### config.mk
export PLATFORM = sky130hd
export DESIGN_NAME = rsa_text_codec_unit
export DESIGN_NICKNAME = d
export VERILOG_FILES = /design/src/rtl/rtc_pkg.sv /design/src/rtl/rtc_modmul.sv /design/src/rtl/rtc_expo.sv /design/src/rtl/rsa_text_codec_unit.sv
export SDC_FILE = /design/constraint.sdc
export NUM_CORES = 1
export LEC_CHECK = 0
export BUFFER_PORTS_ARGS = -buffer_cell sky130_fd_sc_hd__clkbuf_2
export CAP_MARGIN = 15
export CORE_MARGIN = 2
export CORE_UTILIZATION = 60
export CTS_CLUSTER_DIAMETER = 80
export DETAILED_ROUTE_END_ITERATION = 8
export GPL_TIMING_DRIVEN = 0
export PLACE_DENSITY = 0.78
export SKIP_LAST_GASP = 1
export SLEW_MARGIN = 10
export SYNTH_ARGS = -nofsm -noshare
export SYNTH_HDL_FRONTEND = slang
export SYNTH_SLANG_ARGS = --single-unit
### constraint.sdc
create_clock -name clk -period 11.2 [get_ports clk]
set_input_delay 1.12 -clock clk [delete_from_list [all_inputs] [get_ports clk]]
set_output_delay 1.12 -clock clk [all_outputs]
set_load 0.01 [all_outputs]
### src/rtl/rtc_pkg.sv
// Shared types and constants of the RSA text codec: register indexes, operation
// codes of the multiply-reduce unit, state types and field widths.
// No dependencies.
`timescale 1ns / 1ps
`default_nettype none

package rtc_pkg;

  localparam int VAL_W            = 10;  // residues and ciphertext values
  localparam int MOD_W            = 11;  // modulus after mapping zero to 1024
  localparam int SUM_W            = 12;  // 2*acc + addend, below 3 * 1024
  localparam int CHAR_W           = 8;
  localparam int CFG_IDX_W        = 4;
  localparam int CFG_DATA_W       = 10;
  localparam int EXP_REG_W        = 10;
  localparam int DIGITS_PER_VALUE = 3;

  localparam logic [CHAR_W-1:0]    CH_ZERO      = 8'd48;
  localparam logic [CHAR_W-1:0]    CH_NINE      = 8'd57;
  localparam logic [VAL_W-1:0]     MODULUS_RST  = 10'd253;
  localparam logic [EXP_REG_W-1:0] ENC_EXP_RST  = 10'd7;
  localparam logic [EXP_REG_W-1:0] DEC_EXP_RST  = 10'd63;
  localparam logic [MOD_W-1:0]     MOD_ZERO_SUB = 11'd1024;

  typedef enum logic [CFG_IDX_W-1:0] {
    CFG_MODE    = 4'd0,
    CFG_MODULUS = 4'd1,
    CFG_ENC_EXP = 4'd2,
    CFG_DEC_EXP = 4'd3
  } cfg_reg_t;

  typedef enum logic {
    MODE_ENC = 1'b0,
    MODE_DEC = 1'b1
  } mode_t;

  typedef enum logic {
    MM_REDUCE = 1'b0,
    MM_MULT   = 1'b1
  } mm_op_t;

  typedef struct packed {
    logic             start;
    mm_op_t           op;
    logic [VAL_W-1:0] a;
    logic [VAL_W-1:0] b;
  } mm_req_t;

  typedef enum logic [2:0] {
    EX_IDLE,
    EX_RED,
    EX_SCAN,
    EX_NEXT,
    EX_SQ,
    EX_MUL
  } ex_state_t;

  typedef enum logic [2:0] {
    ST_IDLE,
    ST_POW,
    ST_EMIT_HI,
    ST_EMIT_MID,
    ST_EMIT_LO,
    ST_EMIT_BYTE,
    ST_EMIT_BAD
  } ctl_state_t;

endpackage

`default_nettype wire

### src/rtl/rtc_modmul.sv
// Bit-serial modular multiply / reduce unit: one multiplier bit per cycle,
// shift-add with up to two conditional subtractions of the modulus.
// Depends on rtc_pkg.
`timescale 1ns / 1ps
`default_nettype none

module rtc_modmul (
  input  logic                       clk,
  input  logic                       rst_n,
  input  rtc_pkg::mm_req_t           req,
  input  logic [rtc_pkg::MOD_W-1:0]  mm,
  output logic                       done,
  output logic [rtc_pkg::VAL_W-1:0]  res
);

  localparam int                CNT_W    = $clog2(rtc_pkg::VAL_W);
  localparam logic [CNT_W-1:0]  CNT_LAST = CNT_W'(rtc_pkg::VAL_W - 1);

  logic                        busy_r, busy_nxt;
  logic                        done_r, done_nxt;
  logic [CNT_W-1:0]            cnt_r, cnt_nxt;
  rtc_pkg::mm_op_t             op_r, op_nxt;
  logic [rtc_pkg::VAL_W-1:0]   a_r, a_nxt;
  logic [rtc_pkg::VAL_W-1:0]   b_r, b_nxt;
  logic [rtc_pkg::VAL_W-1:0]   acc_r, acc_nxt;

  logic [rtc_pkg::SUM_W-1:0]   addend;
  logic [rtc_pkg::SUM_W-1:0]   sum;
  logic [rtc_pkg::SUM_W-1:0]   m1;
  logic [rtc_pkg::SUM_W-1:0]   m2;
  logic [rtc_pkg::SUM_W-1:0]   step;

  // In reduce mode the operand bits are shifted in, so 2*acc + bit < 2m.
  // In multiply mode a, acc < m, so 2*acc + a < 3m.
  always_comb begin
    case (op_r)
      rtc_pkg::MM_MULT: addend = b_r[rtc_pkg::VAL_W-1] ? rtc_pkg::SUM_W'(a_r) : '0;
      default:          addend = rtc_pkg::SUM_W'(b_r[rtc_pkg::VAL_W-1]);
    endcase
    sum = rtc_pkg::SUM_W'({acc_r, 1'b0}) + addend;
    m1  = rtc_pkg::SUM_W'(mm);
    m2  = {mm, 1'b0};
    if (sum >= m2) begin
      step = sum - m2;
    end else if (sum >= m1) begin
      step = sum - m1;
    end else begin
      step = sum;
    end
  end

  always_comb begin
    busy_nxt = busy_r;
    done_nxt = 1'b0;
    cnt_nxt  = cnt_r;
    op_nxt   = op_r;
    a_nxt    = a_r;
    b_nxt    = b_r;
    acc_nxt  = acc_r;
    if (req.start) begin
      busy_nxt = 1'b1;
      cnt_nxt  = '0;
      op_nxt   = req.op;
      a_nxt    = req.a;
      b_nxt    = req.b;
      acc_nxt  = '0;
    end else if (busy_r) begin
      acc_nxt = step[rtc_pkg::VAL_W-1:0];
      b_nxt   = {b_r[rtc_pkg::VAL_W-2:0], 1'b0};
      cnt_nxt = cnt_r + 1'b1;
      if (cnt_r == CNT_LAST) begin
        busy_nxt = 1'b0;
        done_nxt = 1'b1;
      end
    end
  end

  always_ff @(posedge clk) begin
    if (!rst_n) begin
      busy_r <= 1'b0;
      done_r <= 1'b0;
      cnt_r  <= '0;
    end else begin
      busy_r <= busy_nxt;
      done_r <= done_nxt;
      cnt_r  <= cnt_nxt;
    end
    op_r  <= op_nxt;
    a_r   <= a_nxt;
    b_r   <= b_nxt;
    acc_r <= acc_nxt;
  end

  assign done = done_r;
  assign res  = acc_r;

endmodule

`default_nettype wire

### src/rtl/rtc_expo.sv
// Left-to-right square-and-multiply sequencer around the shared multiply-reduce
// unit. Exponents below two pass the base through unreduced.
// Depends on rtc_pkg and rtc_modmul.
`timescale 1ns / 1ps
`default_nettype none

module rtc_expo #(
  parameter int EXP_W = 10
) (
  input  logic                       clk,
  input  logic                       rst_n,
  input  logic                       start,
  input  logic [rtc_pkg::VAL_W-1:0]  x,
  input  logic [EXP_W-1:0]           e,
  input  logic [rtc_pkg::MOD_W-1:0]  mm,
  output logic                       done,
  output logic [rtc_pkg::VAL_W-1:0]  res
);

  localparam int BCNT_W = $clog2(EXP_W + 1);

  rtc_pkg::ex_state_t          state_r, state_nxt;
  logic [EXP_W-1:0]            e_sh_r, e_sh_nxt;
  logic [BCNT_W-1:0]           bcnt_r, bcnt_nxt;
  logic                        bit_r, bit_nxt;
  logic [rtc_pkg::VAL_W-1:0]   xr_r, xr_nxt;
  logic                        done_r, done_nxt;
  logic [rtc_pkg::VAL_W-1:0]   res_r, res_nxt;

  rtc_pkg::mm_req_t            mm_req;
  logic                        mm_done;
  logic [rtc_pkg::VAL_W-1:0]   mm_res;
  logic                        e_small;

  assign e_small = (e < EXP_W'(2));

  rtc_modmul u_modmul (
    .clk   (clk),
    .rst_n (rst_n),
    .req   (mm_req),
    .mm    (mm),
    .done  (mm_done),
    .res   (mm_res)
  );

  always_comb begin
    state_nxt = state_r;
    unique case (state_r)
      rtc_pkg::EX_IDLE: begin
        if (start && !e_small) state_nxt = rtc_pkg::EX_RED;
      end
      rtc_pkg::EX_RED: begin
        if (mm_done) state_nxt = rtc_pkg::EX_SCAN;
      end
      rtc_pkg::EX_SCAN: begin
        if (e_sh_r[EXP_W-1]) state_nxt = rtc_pkg::EX_NEXT;
      end
      rtc_pkg::EX_NEXT: begin
        state_nxt = (bcnt_r == '0) ? rtc_pkg::EX_IDLE : rtc_pkg::EX_SQ;
      end
      rtc_pkg::EX_SQ: begin
        if (mm_done) state_nxt = bit_r ? rtc_pkg::EX_MUL : rtc_pkg::EX_NEXT;
      end
      rtc_pkg::EX_MUL: begin
        if (mm_done) state_nxt = rtc_pkg::EX_NEXT;
      end
      default: state_nxt = rtc_pkg::EX_IDLE;
    endcase
  end

  always_comb begin
    mm_req.start = 1'b0;
    mm_req.op    = rtc_pkg::MM_REDUCE;
    mm_req.a     = '0;
    mm_req.b     = '0;
    e_sh_nxt     = e_sh_r;
    bcnt_nxt     = bcnt_r;
    bit_nxt      = bit_r;
    xr_nxt       = xr_r;
    done_nxt     = 1'b0;
    res_nxt      = res_r;
    unique case (state_r)
      rtc_pkg::EX_IDLE: begin
        if (start) begin
          e_sh_nxt = e;
          bcnt_nxt = BCNT_W'(EXP_W);
          if (e_small) begin
            done_nxt = 1'b1;
            res_nxt  = x;
          end else begin
            mm_req.start = 1'b1;
            mm_req.b     = x;
          end
        end
      end
      rtc_pkg::EX_RED: begin
        if (mm_done) xr_nxt = mm_res;
      end
      rtc_pkg::EX_SCAN: begin
        // drop leading zeros; the leading one is consumed here too
        e_sh_nxt = {e_sh_r[EXP_W-2:0], 1'b0};
        bcnt_nxt = bcnt_r - 1'b1;
      end
      rtc_pkg::EX_NEXT: begin
        if (bcnt_r == '0) begin
          done_nxt = 1'b1;
          res_nxt  = mm_res;
        end else begin
          mm_req.start = 1'b1;
          mm_req.op    = rtc_pkg::MM_MULT;
          mm_req.a     = mm_res;
          mm_req.b     = mm_res;
          bit_nxt      = e_sh_r[EXP_W-1];
          e_sh_nxt     = {e_sh_r[EXP_W-2:0], 1'b0};
          bcnt_nxt     = bcnt_r - 1'b1;
        end
      end
      rtc_pkg::EX_SQ: begin
        if (mm_done && bit_r) begin
          mm_req.start = 1'b1;
          mm_req.op    = rtc_pkg::MM_MULT;
          mm_req.a     = mm_res;
          mm_req.b     = xr_r;
        end
      end
      rtc_pkg::EX_MUL: begin
      end
      default: begin
      end
    endcase
  end

  always_ff @(posedge clk) begin
    if (!rst_n) begin
      state_r <= rtc_pkg::EX_IDLE;
      done_r  <= 1'b0;
    end else begin
      state_r <= state_nxt;
      done_r  <= done_nxt;
    end
    e_sh_r <= e_sh_nxt;
    bcnt_r <= bcnt_nxt;
    bit_r  <= bit_nxt;
    xr_r   <= xr_nxt;
    res_r  <= res_nxt;
  end

  assign done = done_r;
  assign res  = res_r;

endmodule

`default_nettype wire

### src/rtl/rsa_text_codec_unit.sv
// Top level of the RSA text codec: configuration registers, digit gathering,
// control sequencer, decimal formatting and the output register.
// Depends on rtc_pkg and rtc_expo.
`timescale 1ns / 1ps
`default_nettype none

// Textbook RSA over a character stream. Encrypt mode raises each byte to the
// encrypt exponent modulo the modulus and returns three ASCII digits, hundreds
// first, last flag on the third. Decrypt mode gathers three digit characters,
// raises the value to the decrypt exponent and returns the low byte; a
// non-digit returns a single flagged error result and drops the partial
// triple. All modular arithmetic runs on one bit-serial multiply-reduce unit.
// An exponent of 0 or 1 skips the unit and passes the value through
// unreduced. Otherwise the value is first reduced, the leading zeros of the
// exponent are scanned off, and each exponent bit after the leading one costs
// a square, plus a multiply by the reduced value when the bit is one.
// The input is not ready while an item is in work; the next item is taken
// while the last result still waits in the output register.
module rsa_text_codec_unit #(
  parameter int EXP_WIDTH = 10
) (
  input  logic                            clk,
  input  logic                            rst_n,
  input  logic                            in_valid,
  output logic                            in_ready,
  input  logic [rtc_pkg::CHAR_W-1:0]      in_char,
  output logic                            out_valid,
  input  logic                            out_ready,
  output logic [rtc_pkg::CHAR_W-1:0]      out_char,
  output logic                            out_last,
  output logic                            out_bad_input,
  input  logic                            cfg_valid,
  output logic                            cfg_ready,
  input  logic [rtc_pkg::CFG_IDX_W-1:0]   cfg_index,
  input  logic [rtc_pkg::CFG_DATA_W-1:0]  cfg_data
);

  localparam int EW = (EXP_WIDTH < rtc_pkg::EXP_REG_W) ? EXP_WIDTH : rtc_pkg::EXP_REG_W;

  localparam logic [15:0] RECIP_100 = 16'd41;   // x/100 = (x*41) >> 12, x < 1099
  localparam logic [14:0] RECIP_10  = 15'd205;  // x/10  = (x*205) >> 11, x < 1000
  localparam logic [3:0]  HUND_WRAP = 4'd10;

  rtc_pkg::mode_t                     mode_r;
  logic [rtc_pkg::VAL_W-1:0]          modulus_r;
  logic [rtc_pkg::EXP_REG_W-1:0]      enc_exp_r;
  logic [rtc_pkg::EXP_REG_W-1:0]      dec_exp_r;

  rtc_pkg::ctl_state_t                state_r, state_nxt;
  logic [1:0]                         digit_cnt_r, digit_cnt_nxt;
  logic [rtc_pkg::VAL_W-1:0]          partial_r, partial_nxt;
  logic [rtc_pkg::VAL_W-1:0]          c_r, c_nxt;
  logic                               out_valid_r, out_valid_nxt;
  logic [rtc_pkg::CHAR_W-1:0]         out_char_r, out_char_nxt;
  logic                               out_last_r, out_last_nxt;
  logic                               out_bad_r, out_bad_nxt;

  logic                               in_xfer;
  logic                               out_free;
  logic                               is_digit;
  logic [3:0]                         in_digit;
  logic [15:0]                        p_prod;
  logic [6:0]                         p_low;
  logic [rtc_pkg::VAL_W-1:0]          p_new;
  logic [1:0]                         cnt_inc;
  logic                               third;

  logic                               pow_start;
  logic [rtc_pkg::VAL_W-1:0]          pow_x;
  logic [EW-1:0]                      pow_e;
  logic [rtc_pkg::MOD_W-1:0]          mm;
  logic                               pow_done;
  logic [rtc_pkg::VAL_W-1:0]          pow_res;

  logic [15:0]                        c_prod;
  logic [3:0]                         c_hund;
  logic [6:0]                         c_rem;
  logic [14:0]                        rem_prod;
  logic [3:0]                         dig_hi, dig_mid, dig_lo;

  assign cfg_ready = 1'b1;

  always_ff @(posedge clk) begin
    if (!rst_n) begin
      mode_r    <= rtc_pkg::MODE_ENC;
      modulus_r <= rtc_pkg::MODULUS_RST;
      enc_exp_r <= rtc_pkg::ENC_EXP_RST;
      dec_exp_r <= rtc_pkg::DEC_EXP_RST;
    end else if (cfg_valid) begin
      unique case (cfg_index)
        rtc_pkg::CFG_MODE:    mode_r    <= rtc_pkg::mode_t'(cfg_data[0]);
        rtc_pkg::CFG_MODULUS: modulus_r <= cfg_data;
        rtc_pkg::CFG_ENC_EXP: enc_exp_r <= cfg_data;
        rtc_pkg::CFG_DEC_EXP: dec_exp_r <= cfg_data;
        default: begin
        end
      endcase
    end
  end

  assign in_ready = (state_r == rtc_pkg::ST_IDLE);
  assign in_xfer  = in_valid && in_ready;
  assign out_free = !out_valid_r || out_ready;

  // digit gathering: (10*p + d) mod 1000 = 10*(p mod 100) + d for p < 1000
  always_comb begin
    is_digit = (in_char >= rtc_pkg::CH_ZERO) && (in_char <= rtc_pkg::CH_NINE);
    in_digit = 4'(in_char - rtc_pkg::CH_ZERO);
    p_prod   = 16'(partial_r) * RECIP_100;
    p_low    = 7'(partial_r - 10'(p_prod[15:12]) * 10'd100);
    p_new    = 10'(p_low) * 10'd10 + 10'(in_digit);
    cnt_inc  = digit_cnt_r + 2'd1;
    third    = (cnt_inc == 2'(rtc_pkg::DIGITS_PER_VALUE));
  end

  assign pow_start = in_xfer && ((mode_r == rtc_pkg::MODE_ENC) || (is_digit && third));
  assign pow_x     = (mode_r == rtc_pkg::MODE_ENC) ? 10'(in_char) : p_new;
  assign pow_e     = (mode_r == rtc_pkg::MODE_ENC) ? enc_exp_r[EW-1:0] : dec_exp_r[EW-1:0];
  assign mm        = (modulus_r == '0) ? rtc_pkg::MOD_ZERO_SUB : 11'(modulus_r);

  rtc_expo #(
    .EXP_W (EW)
  ) u_expo (
    .clk   (clk),
    .rst_n (rst_n),
    .start (pow_start),
    .x     (pow_x),
    .e     (pow_e),
    .mm    (mm),
    .done  (pow_done),
    .res   (pow_res)
  );

  // decimal digits of the result; the hundreds digit wraps above 999
  always_comb begin
    c_prod   = 16'(c_r) * RECIP_100;
    c_hund   = c_prod[15:12];
    dig_hi   = (c_hund == HUND_WRAP) ? 4'd0 : c_hund;
    c_rem    = 7'(c_r - 10'(c_hund) * 10'd100);
    rem_prod = 15'(c_rem) * RECIP_10;
    dig_mid  = rem_prod[14:11];
    dig_lo   = 4'(c_rem - 7'(dig_mid) * 7'd10);
  end

  always_comb begin
    state_nxt = state_r;
    unique case (state_r) inside
      rtc_pkg::ST_IDLE: begin
        if (in_xfer) begin
          if (mode_r == rtc_pkg::MODE_ENC) begin
            state_nxt = rtc_pkg::ST_POW;
          end else if (!is_digit) begin
            state_nxt = rtc_pkg::ST_EMIT_BAD;
          end else if (third) begin
            state_nxt = rtc_pkg::ST_POW;
          end
        end
      end
      rtc_pkg::ST_POW: begin
        if (pow_done) begin
          state_nxt = (mode_r == rtc_pkg::MODE_ENC) ? rtc_pkg::ST_EMIT_HI
                                                    : rtc_pkg::ST_EMIT_BYTE;
        end
      end
      rtc_pkg::ST_EMIT_HI: begin
        if (out_free) state_nxt = rtc_pkg::ST_EMIT_MID;
      end
      rtc_pkg::ST_EMIT_MID: begin
        if (out_free) state_nxt = rtc_pkg::ST_EMIT_LO;
      end
      rtc_pkg::ST_EMIT_LO,
      rtc_pkg::ST_EMIT_BYTE,
      rtc_pkg::ST_EMIT_BAD: begin
        if (out_free) state_nxt = rtc_pkg::ST_IDLE;
      end
      default: state_nxt = rtc_pkg::ST_IDLE;
    endcase
  end

  always_comb begin
    digit_cnt_nxt = digit_cnt_r;
    partial_nxt   = partial_r;
    c_nxt         = c_r;
    out_valid_nxt = out_valid_r && !out_ready;
    out_char_nxt  = out_char_r;
    out_last_nxt  = out_last_r;
    out_bad_nxt   = out_bad_r;
    unique case (state_r)
      rtc_pkg::ST_IDLE: begin
        if (in_xfer && (mode_r == rtc_pkg::MODE_DEC)) begin
          if (!is_digit || third) begin
            digit_cnt_nxt = '0;
            partial_nxt   = '0;
          end else begin
            digit_cnt_nxt = cnt_inc;
            partial_nxt   = p_new;
          end
        end
      end
      rtc_pkg::ST_POW: begin
        if (pow_done) c_nxt = pow_res;
      end
      rtc_pkg::ST_EMIT_HI: begin
        if (out_free) begin
          out_valid_nxt = 1'b1;
          out_char_nxt  = rtc_pkg::CH_ZERO + 8'(dig_hi);
          out_last_nxt  = 1'b0;
          out_bad_nxt   = 1'b0;
        end
      end
      rtc_pkg::ST_EMIT_MID: begin
        if (out_free) begin
          out_valid_nxt = 1'b1;
          out_char_nxt  = rtc_pkg::CH_ZERO + 8'(dig_mid);
          out_last_nxt  = 1'b0;
          out_bad_nxt   = 1'b0;
        end
      end
      rtc_pkg::ST_EMIT_LO: begin
        if (out_free) begin
          out_valid_nxt = 1'b1;
          out_char_nxt  = rtc_pkg::CH_ZERO + 8'(dig_lo);
          out_last_nxt  = 1'b1;
          out_bad_nxt   = 1'b0;
        end
      end
      rtc_pkg::ST_EMIT_BYTE: begin
        if (out_free) begin
          out_valid_nxt = 1'b1;
          out_char_nxt  = c_r[rtc_pkg::CHAR_W-1:0];
          out_last_nxt  = 1'b1;
          out_bad_nxt   = 1'b0;
        end
      end
      rtc_pkg::ST_EMIT_BAD: begin
        if (out_free) begin
          out_valid_nxt = 1'b1;
          out_char_nxt  = '0;
          out_last_nxt  = 1'b1;
          out_bad_nxt   = 1'b1;
        end
      end
      default: begin
      end
    endcase
  end

  always_ff @(posedge clk) begin
    if (!rst_n) begin
      state_r     <= rtc_pkg::ST_IDLE;
      digit_cnt_r <= '0;
      partial_r   <= '0;
      out_valid_r <= 1'b0;
    end else begin
      state_r     <= state_nxt;
      digit_cnt_r <= digit_cnt_nxt;
      partial_r   <= partial_nxt;
      out_valid_r <= out_valid_nxt;
    end
    c_r        <= c_nxt;
    out_char_r <= out_char_nxt;
    out_last_r <= out_last_nxt;
    out_bad_r  <= out_bad_nxt;
  end

  assign out_valid     = out_valid_r;
  assign out_char      = out_char_r;
  assign out_last      = out_last_r;
  assign out_bad_input = out_bad_r;

endmodule

`default_nettype wire

==> run_results.csv <==
group,metric,value,unit
drt,dr.pass1.iters,5,
hold_path,hold_depth,0,
power_and_ir_drop,power,1.67,mW
logic_synthesis,synth.distinct_cells,81,
global_routing,antenna_found_initial,0,
critical_path,r2r_cells,33,
critical_path,reg2reg_slack,2180,ps
finish,fillers,1440,
global_routing,grt_pass1_vias,8442,
clocking,path_clk_slew,60,ps
clocking,h-tree-depth,4,
placement,gp_congestion,0.866,
hold_path,hp-start,"u_expo.res[9]",
critical_path,rr_endpoint,"out_char[3]",
sta,slew_violations,0,
clocking,cts.repair.resized,0,
logic_synthesis,synthArstFlopShare,0,
logic_synthesis,ys_warn_count,0,
drt,postRouteAntennaNets,0,
drt,drc,0,
logic_synthesis,ys_seq_area_frac,0.333,
floorplan,die_area,0.0193,mm²
global_routing,grt_overflow_total,0,
logic_synthesis,syn_area,0.0109,mm²
finish,diodes,0,
hold_path,hold_end,"c_r[9]",
global_routing,grt_max_degree,17,
sta,rsz0062_at_grt,"false",
critical_path,startpoint_type,"register",
finish,regArea,0.00362,mm²
drt,drt-initial-drc-count,651,
critical_path,end_kind,"register",
floorplan,dieWidth,139,µm
clocking,clk_latency,430,ps
floorplan,coreArea,0.0179,mm²
logic_synthesis,syn-num-nets,1336,
critical_path,critPathMaxFanout,7,
sta,slew_headroom,0.410,
drt,wl_per_cell,17.2,µm
sta,finalCriticalPeriod,9020,ps
power_and_ir_drop,power_density,140,mW/mm²
logic_synthesis,synth_ff_type,"edfxtp_1",
placement,post-place-ws,2290,ps
floorplan,pin_count,40,
sta,fin_ws,2180,ps
logic_synthesis,ys_seq_elements,143,
placement,place_hpwl,19100,µm
floorplan,rows,49,
sta,final-setup-viol-count,0,
logic_synthesis,synth-edff-count,76,
placement,io_buffers,37,
global_routing,grt_usage,0.260,
sta,worstMarginPinSlew,886,ps
sta,fin_tns_setup,0,ps
finish,drive_gt1_frac,0.0810,
clocking,clockBufferDepth,2,
critical_path,rr_startpoint,"c_r[4]",
critical_path,worstPathRequired,11360,ps
clocking,cts_tree,"done",
critical_path,crit_path_max_incr_delay,530,ps
critical_path,cpMostUsedCell,"ha_1",
clocking,cts_root_buf,"clkbuf_16",
finish,area_growth,9.61,%
sta,hold_viol,0,
drt,vias,8567,
floorplan,die_y,139,µm
clocking,post_cts_buffers,0,
power_and_ir_drop,leakage,5.30,nW
logic_synthesis,syn_inst,1126,
sta,fmax,111,MHz
clocking,ctsHoldBuffers,0,
finish,layout_commonest_cell,"ha_1",
sta,fin_crit_sh,0.805,
sta,fin_hold_ws,418,ps
finish,finalNetCount,1394,
finish,multiInputGateArea,0.00681,mm²
hold_path,worstHoldPathType,"register to register",
drt,viasPerCell,6.01,
critical_path,path_class,"register to register",
finish,layout_common_cells,"159 x ha_1, 93 x nand2_1, 82 x inv_1",
critical_path,worstPathArrival,9180,ps
clocking,cts.sinks,143,
power_and_ir_drop,vdd_drop_max,0.000144,V
job,maxCapViolations,0,
critical_path,critPathSlowestCell,"edfxtp_1",
critical_path,crit_start,"c_r[4]",
drt,wl,24500,µm
run_status,status,"finished, final reports clean",
floorplan,start_util,0.609,
sta,worst_clock_skew,7.52,ps
logic_synthesis,synth.avg_cell_area,9.68,µm²
clocking,cts_buffers,17,
global_routing,grt_pass1_wl,40500,µm
-- flip-flops by register name, summed over array words and instances (netlist names), 4 cells and up --
register / count
c_r: 10
dec_exp_r: 10
enc_exp_r: 10
modulus_r: 10
partial_r: 10
u_expo.e_sh_r: 10
u_expo.res: 10
u_expo.u_modmul.a_r: 10
u_expo.u_modmul.b_r: 10
u_expo.u_modmul.res: 10
u_expo.xr_r: 10
out_char: 8
u_expo.bcnt_r: 4
u_expo.u_modmul.cnt_r: 4
-- cell families after synthesis --
group           share of synthesized area
compound gates                      0.153
mux                                0.0475
simple gates                        0.146
fa+ha+maj                           0.229
xor+xnor                           0.0485
buf+inv                            0.0438
other cells                      0.000344
flops                               0.333
-- metrics by stage --
| step | cells | cell area [µm²] | util |
|---|---|---|---|
| after floorplan | 1126 | 10900 | - |
| after global placement | 1392 | 11400 | 0.635 |
| after detailed placement | 1394 | 11400 | 0.636 |
| after CTS | 1426 | 11900 | 0.667 |
| after global routing | 1426 | 11900 | 0.667 |
| final | 1426 | 11900 | 0.667 |
-- worst max-delay path by stage --
stage / slack [ps] / to / cells after the start
after global routing: 1740 / out_char[3] / 33
after global placement: 2380 / out_char[3] / 33
final: 2180 / out_char[3] / 33
after floorplan: 3010 / out_char[3] / 33
after detailed placement: 2290 / out_char[3] / 33
after CTS: 2230 / out_char[3] / 33
-- worst max-delay path: cells and delay by family, from the launching register on --
kind | cells | cell delay [ps]
buffers and inverters | 3 | 160
xor gates and xnor gates | 5 | 1050
AOI/OAI and AO/OA | 7 | 1670
and+or+nand+nor | 4 | 520
adders and majority gates | 14 | 4820
DFF | 1 | 530
-- per-layer routing --
layer  track usage  share of wire  vias to the layer above
met5             0              0                        -
met4        0.0941          0.024                        0
met3        0.0432          0.047                       51
met2         0.452           0.49                      233
met1         0.330           0.44                     4080
li1              -              -                     4203
-- where the power goes --
part | leakage [nW] | internal, mW | total (mW) | switching (mW)
Sequential | 1.24 | 0.607 | 0.654 | 0.0469
Combinational | 3.80 | 0.194 | 0.484 | 0.290
Clock | 0.263 | 0.304 | 0.531 | 0.226
Total | 5.30 | 1.10 | 1.67 | 0.564
-- synth_stat cells (15+ instances only) --
cell type / instances / area, µm²
edfxtp_1: 76 / 2280
inv_1: 82 / 308
ha_1: 159 / 1990
and3_1: 18 / 113
nand2_1: 93 / 349
nor2b_1: 27 / 169
and2_1: 25 / 156
dfxtp_1: 67 / 1340
xor2_1: 15 / 131
nor2_1: 68 / 255
mux2i_1: 45 / 450
a22oi_1: 18 / 135
nand3_1: 26 / 130
fa_1: 24 / 480
clkbuf_1: 33 / 124
o21ai_0: 38 / 190
xnor2_1: 39 / 342
a21oi_1: 56 / 280
a21o_1: 16 / 120
-- cell type report --
cell class	count	share of cell area
timing repair buffer	39	0.0171
multi-input combinational	859	0.570
buffer	39	0.0132
tap	229	0.0240
inverter	85	0.0267
clock buffer	18	0.0359
sequential	143	0.303
clock inverter	14	0.00974
Power figures use the tool's default switching activity.
